$ cat src/rtl/generational_slot_allocator_top_defines.svh
// Assertion macros shared by the generational slot allocator RTL.
`ifndef GENERATIONAL_SLOT_ALLOCATOR_TOP_DEFINES_SVH
`define GENERATIONAL_SLOT_ALLOCATOR_TOP_DEFINES_SVH

// Check a consequence in the same cycle as its trigger.
`define GSA_ASSERT_SAME(label, trig, cons, msg) \
    label: assert property (@(posedge i_clk) disable iff (!i_rst_n) \
        (trig) |-> (cons)) else $error(msg);

// Check a consequence in the cycle after its trigger.
`define GSA_ASSERT_NEXT(label, trig, cons, msg) \
    label: assert property (@(posedge i_clk) disable iff (!i_rst_n) \
        (trig) |=> (cons)) else $error(msg);

`endif

$ cat src/rtl/gsa_pkg.sv
// Shared constants, codes and controller/datapath types for the slot allocator.
package gsa_pkg;

    // Pool geometry; POOL_SLOTS is a power of two so the ring counters wrap freely
    localparam int POOL_SLOTS = 4096;
    localparam int GEN_BITS   = 32;
    localparam int SLOT_W     = $clog2(POOL_SLOTS);
    localparam int PTR_W      = SLOT_W + 1;

    // Field widths of the stream words
    localparam int FUNC_W    = 2;
    localparam int IDX_W     = 16;
    localparam int TAG_W     = 32;
    localparam int STATUS_W  = 2;
    localparam int RES_IDX_W = 12;
    localparam int RES_GEN_W = 32;
    localparam int LIVE_W    = 13;

    // Input word layout
    localparam int IN_FUNC_LO = 0;
    localparam int IN_IDX_LO  = IN_FUNC_LO + FUNC_W;
    localparam int IN_TAG_LO  = IN_IDX_LO + IDX_W;
    localparam int IN_USED_W  = IN_TAG_LO + TAG_W;
    localparam int IN_TDATA_W = ((IN_USED_W + 7) / 8) * 8;

    // Output word layout
    localparam int OUT_STATUS_LO = 0;
    localparam int OUT_IDX_LO    = OUT_STATUS_LO + STATUS_W;
    localparam int OUT_GEN_LO    = OUT_IDX_LO + RES_IDX_W;
    localparam int OUT_LIVE_LO   = OUT_GEN_LO + RES_GEN_W;
    localparam int OUT_USED_W    = OUT_LIVE_LO + LIVE_W;
    localparam int OUT_TDATA_W   = ((OUT_USED_W + 7) / 8) * 8;
    localparam int OUT_PAD_W     = OUT_TDATA_W - OUT_USED_W;

    typedef enum logic [FUNC_W-1:0] {
        FN_ALLOC    = 2'd0,
        FN_FREE     = 2'd1,
        FN_VALIDATE = 2'd2
    } t_func;

    typedef enum logic [STATUS_W-1:0] {
        ST_OK        = 2'd0,
        ST_EXHAUSTED = 2'd1,
        ST_STALE     = 2'd2,
        ST_NOT_ALLOC = 2'd3
    } t_status;

    // Commands from the controller
    typedef struct packed {
        logic clr_en;    // write one reset entry of both memories
        logic accept;    // take the input word, launch first reads
        logic alloc_rd;  // read slot table at the popped free-list entry
        logic exec;      // commit the update and load the output word
    } t_dp_cmd;

    // Status back to the controller
    typedef struct packed {
        logic             clr_last;  // clearing pass is at its last entry
        logic             in_alloc;  // incoming word asks for an allocate
        logic [PTR_W-1:0] fill;      // entries waiting in the free list
        logic [PTR_W-1:0] live;      // slots currently allocated
    } t_dp_sts;

endpackage

$ cat src/rtl/gsa_ctrl.sv
// Controller state machine: clearing pass, input handshake, step sequencing.
module gsa_ctrl (
    input  logic             i_clk,
    input  logic             i_rst_n,
    input  logic             i_s_tvalid,
    output logic             o_s_tready,
    output logic             o_m_tvalid,
    input  logic             i_m_tready,
    output gsa_pkg::t_dp_cmd o_cmd,
    input  gsa_pkg::t_dp_sts i_sts
);
    import gsa_pkg::*;

    typedef enum logic [1:0] {
        S_CLEAR,
        S_IDLE,
        S_ALLOC_RD,
        S_EXEC
    } t_state;

    t_state r_state;
    logic   r_out_valid;
    logic   w_accept;
    logic   w_out_free;

    // Take a word only when idle; the output register may still be full
    assign w_accept   = i_s_tvalid && (r_state == S_IDLE);
    assign w_out_free = !r_out_valid || i_m_tready;

    assign o_s_tready = (r_state == S_IDLE);
    assign o_m_tvalid = r_out_valid;

    // Decode commands for the datapath
    always_comb begin
        o_cmd          = '0;
        o_cmd.clr_en   = (r_state == S_CLEAR);
        o_cmd.accept   = w_accept;
        o_cmd.alloc_rd = (r_state == S_ALLOC_RD);
        o_cmd.exec     = (r_state == S_EXEC) && w_out_free;
    end

    // Hold state and the output valid flag
    always_ff @(posedge i_clk) begin
        if (!i_rst_n) begin
            r_state     <= S_CLEAR;
            r_out_valid <= 1'b0;
        end else begin
            case (r_state)
                S_CLEAR: begin
                    if (i_sts.clr_last) r_state <= S_IDLE;
                end
                S_IDLE: begin
                    if (w_accept) r_state <= i_sts.in_alloc ? S_ALLOC_RD : S_EXEC;
                end
                S_ALLOC_RD: begin
                    r_state <= S_EXEC;
                end
                S_EXEC: begin
                    if (w_out_free) r_state <= S_IDLE;
                end
                default: begin
                    r_state <= S_CLEAR;
                end
            endcase

            if (o_cmd.exec) begin
                r_out_valid <= 1'b1;
            end else if (i_m_tready) begin
                r_out_valid <= 1'b0;
            end
        end
    end

endmodule

$ cat config.mk
export PLATFORM = sky130hd
export DESIGN_NAME = gsa_ctrl
export DESIGN_NICKNAME = d
export VERILOG_FILES = /design/src/rtl/generational_slot_allocator_top_defines.svh /design/src/rtl/gsa_pkg.sv /design/src/rtl/gsa_ctrl.sv
export SDC_FILE = /design/constraint.sdc
export NUM_CORES = 1
export LEC_CHECK = 0
export CORE_AREA = 2 2 39 41
export DETAILED_ROUTE_END_ITERATION = 16
export DIE_AREA = 0 0 41 43
export DONT_BUFFER_PORTS = 1
export GPL_ROUTABILITY_DRIVEN = 0
export PLACE_DENSITY = 0.3
export SYNTH_ARGS = -nofsm -noshare
export SYNTH_HDL_FRONTEND = slang
export SYNTH_SLANG_ARGS = --single-unit
$ cat constraint.sdc
create_clock -name i_clk -period 4 [get_ports i_clk]
set_input_delay 0.4 -clock i_clk [delete_from_list [all_inputs] [get_ports i_clk]]
set_output_delay 0.4 -clock i_clk [all_outputs]
set_load 0.02 [all_outputs]
# Word level (Yosys, flattened, before mapping)
# Cells that the tools add are included.
# op_classes
n_eq_ne	6
n_reduce_logical	7
n_mux	7
# ops
operator	n
$pmux 2 s4	1
$mux 2	3
$eq 2x2->1 const B	2
$ne 2x1->1 const B	2
$mux 1	3
$reduce_and 3->1	1
$eq 2x1->1 const B	1
$logic_and 1x1->1	2
$logic_not 2->1	1
$ne 2x2->1 const B	1
$reduce_bool 2->1	1
$logic_not 1->1	1
$logic_or 1x1->1	1
# word_totals
elab_cells	22
input_bits	32
ff_bits	3

# Depth between registers and ports, before layout
# Gate-level depths: netlist of run 1.
# depth
depth_word	4
ltp_mapped	5
ltp_nobuf	5

# Least setup slack after synthesis of run 1
# Ideal clock, no wire load.
# synth_timing
path_kind	register -> register
start	register r_state[1]
end	register r_state[0]
synth_period_minus_slack_ns	1.445
arrival_time_ns	1.374
setup_time_ns	0.072
path_stages_with_launch	5
slack_ns	2.555
required_ns	3.928
cell_sequence	dfxtp_1 inv_1 ha_1 a222oi_1 mux2i_1
# synth_via
elab_chain_len	4
elab_cells_between_ends	10
# synth_lines
element	line_no	text
from (decl)	gsa_ctrl.sv:21	t_state r_state;
from (signal assigned)	gsa_ctrl.sv:53	if (w_accept) r_state <= i_sts.in_alloc ? S_ALLOC_RD : S_EXEC;
$eq 2x1->1 (*)	-	
via o_s_tready	gsa_ctrl.sv:6	output logic o_s_tready,
$logic_and 1x1->1	gsa_ctrl.sv:27	assign w_accept = i_s_tvalid && (r_state == S_IDLE);
$ne 2x1->1 (no source line)	-	
$reduce_and 3->1 (no source line)	-	
# Mark *: on every way through the listed nets, which the timed path passes. The rest lies on a longest branch.
# A chain may end at the register's enable or synchronous reset.

==> results of run 1 <==
-- metrics by stage --
step	hold slack, ns	worst slack, ns	cell area (µm²)	instances	utilization [%]
4_1_cts	0.282	2.35	263	44	19.0
6_report	0.291	2.36	263	44	19.0
3_5_place_dp	0.505	2.42	236	40	17.1
2_1_floorplan	0.468	2.55	224	25	-
5_1_grt	0.280	2.29	263	44	19.0
3_3_place_gp	0.498	2.41	236	40	17.1
-- placed cells by master (no fill, tap or decap), types with 2 or more instances in the layout --
master / synthesis / layout
inv_1: 4 / 4
ha_1: 4 / 4
nand2_1: 3 / 3
clkbuf_4: 0 / 3
dfxtp_1: 3 / 3
nor2b_1: 2 / 2
mux2i_1: 2 / 2
-- final cells by class --
cell class / count / area, µm²
fill: 164 / 1120
clock buffer: 4 / 26.3
multi-input combinational: 17 / 141
tap: 16 / 20.0
sequential: 3 / 60.1
inverter: 4 / 15.0
-- routing by layer --
layer,wire length [µm],vias to the layer above
li1,-,85
met1,167,80
met2,215,8
met3,61,0
met4,0,0
met5,0,-
-- path summary, 6_finish.rpt --
check,slack [ns],endpoint
worst max-delay path,2.36,o_cmd[2]
worst min-delay path,0.29,o_m_tvalid
worst max register to register,2.42,r_state[1]
worst min register to register,0.50,r_state[0]
-- flip-flops by register name (all words and copies together), names as in the netlist --
signal	count
o_m_tvalid	1
r_state	2
-- Yosys cell counts --
master | n | share of area, %
inv_1 | 4 | 6.7
and2_2 | 1 | 3.4
buf_4 | 1 | 3.4
nand2_1 | 3 | 5.0
a222oi_1 | 1 | 4.5
o21a_1 | 1 | 3.4
dfxtp_1 | 3 | 27
ha_1 | 4 | 22
o21ai_0 | 1 | 2.2
or2b_2 | 1 | 3.9
nor2b_2 | 1 | 3.9
nor2b_1 | 2 | 5.6
mux2i_1 | 2 | 8.9
-- cell families (layout without fill, tap and decap cells) --
logic type | Yosys count | count (layout) | share of synthesized area [%]
AOI/OAI and AO/OA | 3 | 3 | 10.1
adders and majority gates | 4 | 4 | 22.3
buffers and inverters | 5 | 8 | 10.1
DFF | 3 | 3 | 26.8
muxes | 2 | 2 | 8.94
and+or+nand+nor | 8 | 8 | 21.8
-- power by group through the flow --
stage	clock, W	sequential (W)	combinational [W]
finish	0.0000534	0.0000540	0.000108
global route	0.0000603	0.0000560	0.000120
CTS	0.0000567	0.0000543	0.000111
detailed placement	0	0.0000549	0.000111
global placement	0	0.0000544	0.000110
floorplan	0	0.0000512	0.000101
==> results.ini, run 1 <==
[detailed_routing]
vias_per_cell=3.93
drt-initial-drc-count=2
dr_total_vias=173
drt-wirelength-per-cell_um=10.1
dr.pass1.iters=4
drcViolationCount=0
antenna_left=0
wirelength_um=444

[worst_setup_path]
worstSetupEndpointType=primary output
path_buf_inv=1
cp_num_cells=3
cp-start-kind=register
max_stage_delay_ns=0.38
cp.required_ns=3.60
r2r_cells=4
cp_slowest_cell=dfxtp_1
path_max_fanout=4
startpoint=r_state[1]
r2r_start=r_state[1]
cp_top_family=flip-flops
cp.arrival_ns=1.24
critPathKind=register to primary output
crit_chain=inv_1, ha_1, and2_2

[cells_and_area]
syn2layout_area_growth_pct=17.3
layout.nets=65
drive_above_1_share_pct=21.4
diodes=0

[timing]
final.setup.tns_ns=0
period_share_pct=40.9
hold_viol_final=0
fmax_mhz=611
clock_skew_ns=0.00382
fin_crit_ns=1.64
finalSetupViolCount=0
slew_viol_final=0
tightest_slew_ns=0.498
maxSlewHeadroom_pct=66.8
rsz0062_at_grt=false

[global_route]
grt_max_degree=6
grt_pass1_vias=189
met1_usage_pct=5.45
met2_usage_pct=10.0
antenna_found_initial=0
grt_remaining_overflow=0
grt_pass1_wl_um=703
grtUsageTotal_pct=6.42
grtUsageMet3_pct=4.71
busiest_layer=met2

[yosys]
syn_inst=25
synth.distinct_cells=13
ys_warn_count=0
synth-seq-cells=3
synth_sequential_area_ratio_pct=26.8
syn_area_um2=224
avgSynthCellArea_um2=8.96
synth_nets=61

[placement]
portBuffers=0
dp_hpwl_um=360

[min_path]
min_path_cells=1
hp-class=input port to register
hp-start=i_rst_n

[cts]
postCtsHoldBufs=0
cts_tree=done
clk_latency_ns=0.23
clockRootBuffer=clkbuf_4
htree_levels=1
cts_resized=0
clock_path_buffers=2
path_clk_slew_ns=0.04
cts_buffers=3
post_cts_buffers=0
clkSinkCount=3

[pwr]
power_density_nw_per_um2=821
switchingPower_w=0.0000923
p_clk_share_pct=24.8
power.total_w=0.000216
peakVddDrop_v=0.000149
intPower_w=0.000123
total_leakage_power_nw=0.124
combPwrFrac_pct=50.2
switching_share_pct=42.8
p_seq_share_pct=25.1

[status]
status=completed

[floorplanning]
start_util_pct=16.2
die_w_um=41
die_h_um=43
rows=14
boundaryPins=38
core-area_um2=1380
dieArea_um2=1760

[flow_run]
maxCapViolCount=0

Note: power is estimated with default switching activity, not from simulation.
==> run 2: changes to the inputs <==
- clock period: 4 -> 1.4 ns (I/O delays scaled with it)
==> run 2 against run 1 <==
  * Via count up 16%
  * Clock-buffer cell count unchanged
  * Routed wire length up 16%
  * Sequential share of layout area down 5.1 points
  * Combinational power rose to 5.0 times the previous value
  * Non-clock buffer count up 8
  * Register-to-register slack worse by 2.4 ns
  * Global-route usage up 0.90 points
  * Clock skew down 0.0022 ns
  * Critical endpoint is now r_state[0]
==> results.ini, run 2 (synthesized netlist as in run 1, its figures left out) <==
[status]
status=completed  ; unchanged

[cts]
path_clk_slew_ns=0.04  ; about the same
clk_latency_ns=0.23  ; about the same
cts_tree=done  ; unchanged
clkSinkCount=3  ; unchanged
cts_buffers=3  ; unchanged
post_cts_buffers=0  ; unchanged
htree_levels=1  ; unchanged
postCtsHoldBufs=0  ; unchanged
clockRootBuffer=clkbuf_4  ; unchanged
clock_path_buffers=2  ; unchanged

[detailed_routing]
antenna_left=0  ; unchanged
vias_per_cell=3.85  ; was 3.93
dr_total_vias=200  ; was 173
drcViolationCount=0  ; unchanged
drt-wirelength-per-cell_um=9.92  ; was 10.1 µm
dr.pass1.iters=4  ; unchanged
drt-initial-drc-count=4  ; was 2
wirelength_um=516  ; was 444 µm

[timing]
clock_skew_ns=0.00163  ; was 0.00382 ns
hold_viol_final=0  ; unchanged
tightest_slew_ns=0.266  ; was 0.498 ns
maxSlewHeadroom_pct=82.3  ; was 66.8%
fmax_mhz=747
fin_crit_ns=1.34
slew_viol_final=0  ; unchanged
finalSetupViolCount=0  ; unchanged
rsz0062_at_grt=true  ; was false
period_share_pct=95.6

[cells_and_area]
largest-register=r_state  ; unchanged
final_common_cell=buf_4
postLayoutCellArea_um2=353  ; was 263 µm²
drive_above_1_share_pct=61.1  ; was 21.4%
most-common-layout-cells=7 x buf_4, 3 x inv_1, 3 x nand2_1, 3 x clkbuf_4  ; was 4 x inv_1, 4 x ha_1, 3 x nand2_1, 3 x clkbuf_4, 3 x dfxtp_1
final_cells=52  ; was 44
layout.nets=73  ; was 65
largest_register_ffs=2  ; unchanged
syn2layout_area_growth_pct=57.5  ; was 17.3%
diodes=0  ; unchanged

[floorplanning]
rows=14  ; unchanged
die_w_um=41  ; unchanged
core-area_um2=1380  ; unchanged
dieArea_um2=1760  ; unchanged
boundaryPins=38  ; unchanged
start_util_pct=16.2  ; unchanged
die_h_um=43  ; unchanged

[placement]
dpl_cell_area_um2=302  ; was 236 µm²
dp.cells=48  ; was 40
portBuffers=0  ; unchanged

[worst_setup_path]
worstReg2RegEnd=r_state[0]  ; was r_state[1]
cp-start-kind=register  ; unchanged
max_stage_delay_ns=0.33  ; was 0.38 ns
critPathCapture=r_state[0]  ; was o_cmd[2]
cp.arrival_ns=1.45  ; was 1.24 ns
crit_chain=inv_1, ha_2, or2b_2, o21ai_2, mux2i_1  ; was inv_1, ha_1, and2_2
startpoint=r_state[0]  ; was r_state[1]
r2r_slack_ns=0.06  ; was 2.42 ns
r2r_cells=5  ; was 4
cp.required_ns=1.51  ; was 3.60 ns
critPathKind=register to register  ; was register to primary output
worstSetupEndpointType=register  ; was primary output
cp_slowest_cell=dfxtp_2  ; was dfxtp_1
r2r_start=r_state[0]  ; was r_state[1]
path_max_fanout=2  ; was 4

[global_route]
grt_pass1_wl_um=772  ; was 703 µm
grt_max_degree=6  ; unchanged
grt_pass1_vias=217  ; was 189
antenna_found_initial=0  ; unchanged
busiest_layer=met2  ; unchanged
met2_usage_pct=10.0  ; unchanged
met1_usage_pct=5.75  ; was 5.45%
grtUsageTotal_pct=7.31  ; was 6.42%
grtUsageMet3_pct=7.33  ; was 4.71%
grt_remaining_overflow=0  ; unchanged

[pwr]
total_leakage_power_nw=0.165  ; was 0.124 nW
peakVddDrop_v=0.000570  ; was 0.000149 V
switching_share_pct=38.7  ; was 42.8%
intPower_w=0.000510  ; was 0.000123 W
combPwrFrac_pct=64.5  ; was 50.2%
power_density_nw_per_um2=2360  ; was 821 nW/µm²
p_seq_share_pct=17.2  ; was 25.1%
switchingPower_w=0.000322  ; was 0.0000923 W
p_clk_share_pct=18.3  ; was 24.8%

[flow_run]
maxCapViolCount=0  ; unchanged

[min_path]
hp-class=input port to register  ; unchanged

[run 2: cell types whose count changed in the layout (fill, tap and decap cells not counted), moves of 2 or more]
cell,delta
buf_4,+7
dfxtp_1,-2
dfxtp_2,+2
ha_1,-3
ha_2,+2
[run 2: power groups by stage]
| stage | logic, W | clock network, W | registers (W) |
|---|---|---|---|
| global placement | 0.000499 | 0 | 0.000134 |
| finish | 0.000536 | 0.000153 | 0.000143 |
| detailed placement | 0.000494 | 0 | 0.000135 |
| CTS | 0.000501 | 0.000164 | 0.000132 |
| global route | 0.000598 | 0.000180 | 0.000145 |
| floorplan | 0.000301 | 0 | 0.000147 |
[run 2: final cells by class]
type	count	area (µm²)
Clock buffer	4	26.3
Fill cell	156	1030
Inverter	4	15.0
Multi-Input combinational cell	17	165
Sequential cell	3	62.6
Tap cell	16	20.0
Timing Repair Buffer	8	63.8
[run 2: worst min-delay path by stage]
stage	slack, ns	from	to	cells past startpoint
2_1_floorplan	0.26	i_rst_n	o_m_tvalid	1
3_3_place_gp	0.27	i_rst_n	o_m_tvalid	1
3_5_place_dp	0.27	i_rst_n	o_m_tvalid	1
4_1_cts	0.03	i_rst_n	o_m_tvalid	1
5_1_grt	0.02	i_rst_n	o_m_tvalid	1
6_report	0.03	i_rst_n	o_m_tvalid	1
[run 2: through the flow]
stage / utilization (%) / setup WS, ns / setup TNS [ns] / power, W / hold slack, ns
after floorplan: - / 0.00664 / 0 / 0.000448 / 0.258
after global placement: 21.8 / -0.00769 / -0.00769 / 0.000634 / 0.266
after detailed placement: 21.8 / -0.0284 / -0.0284 / 0.000629 / 0.273
after CTS: 23.7 / 0.0131 / 0 / 0.000796 / 0.0260
after global routing: 25.5 / -0.0209 / -0.0209 / 0.000923 / 0.0235
final: 25.5 / 0.0622 / 0 / 0.000832 / 0.0340
[run 2: what timing repair did]
action,in CTS,in global routing
pin swaps,0,2
resized for setup,1,8
endpoints found under the setup margin,1,4
[run 2: per-layer routing]
| layer | up-vias | part of all wire, % |
|---|---|---|
| met5 | - | 0 |
| met3 | 0 | 13 |
| li1 | 103 | - |
| met4 | 0 | 0 |
| met1 | 86 | 35 |
| met2 | 11 | 52 |
[run 2: worst max-delay path: cells and delay by family, from the launching register on]
kind	cells	cell delay, ns
simple gates	1	0.30
buf+inv	1	0.06
mux	1	0.09
fa+ha+maj	1	0.31
compound gates	1	0.14
flops	1	0.33
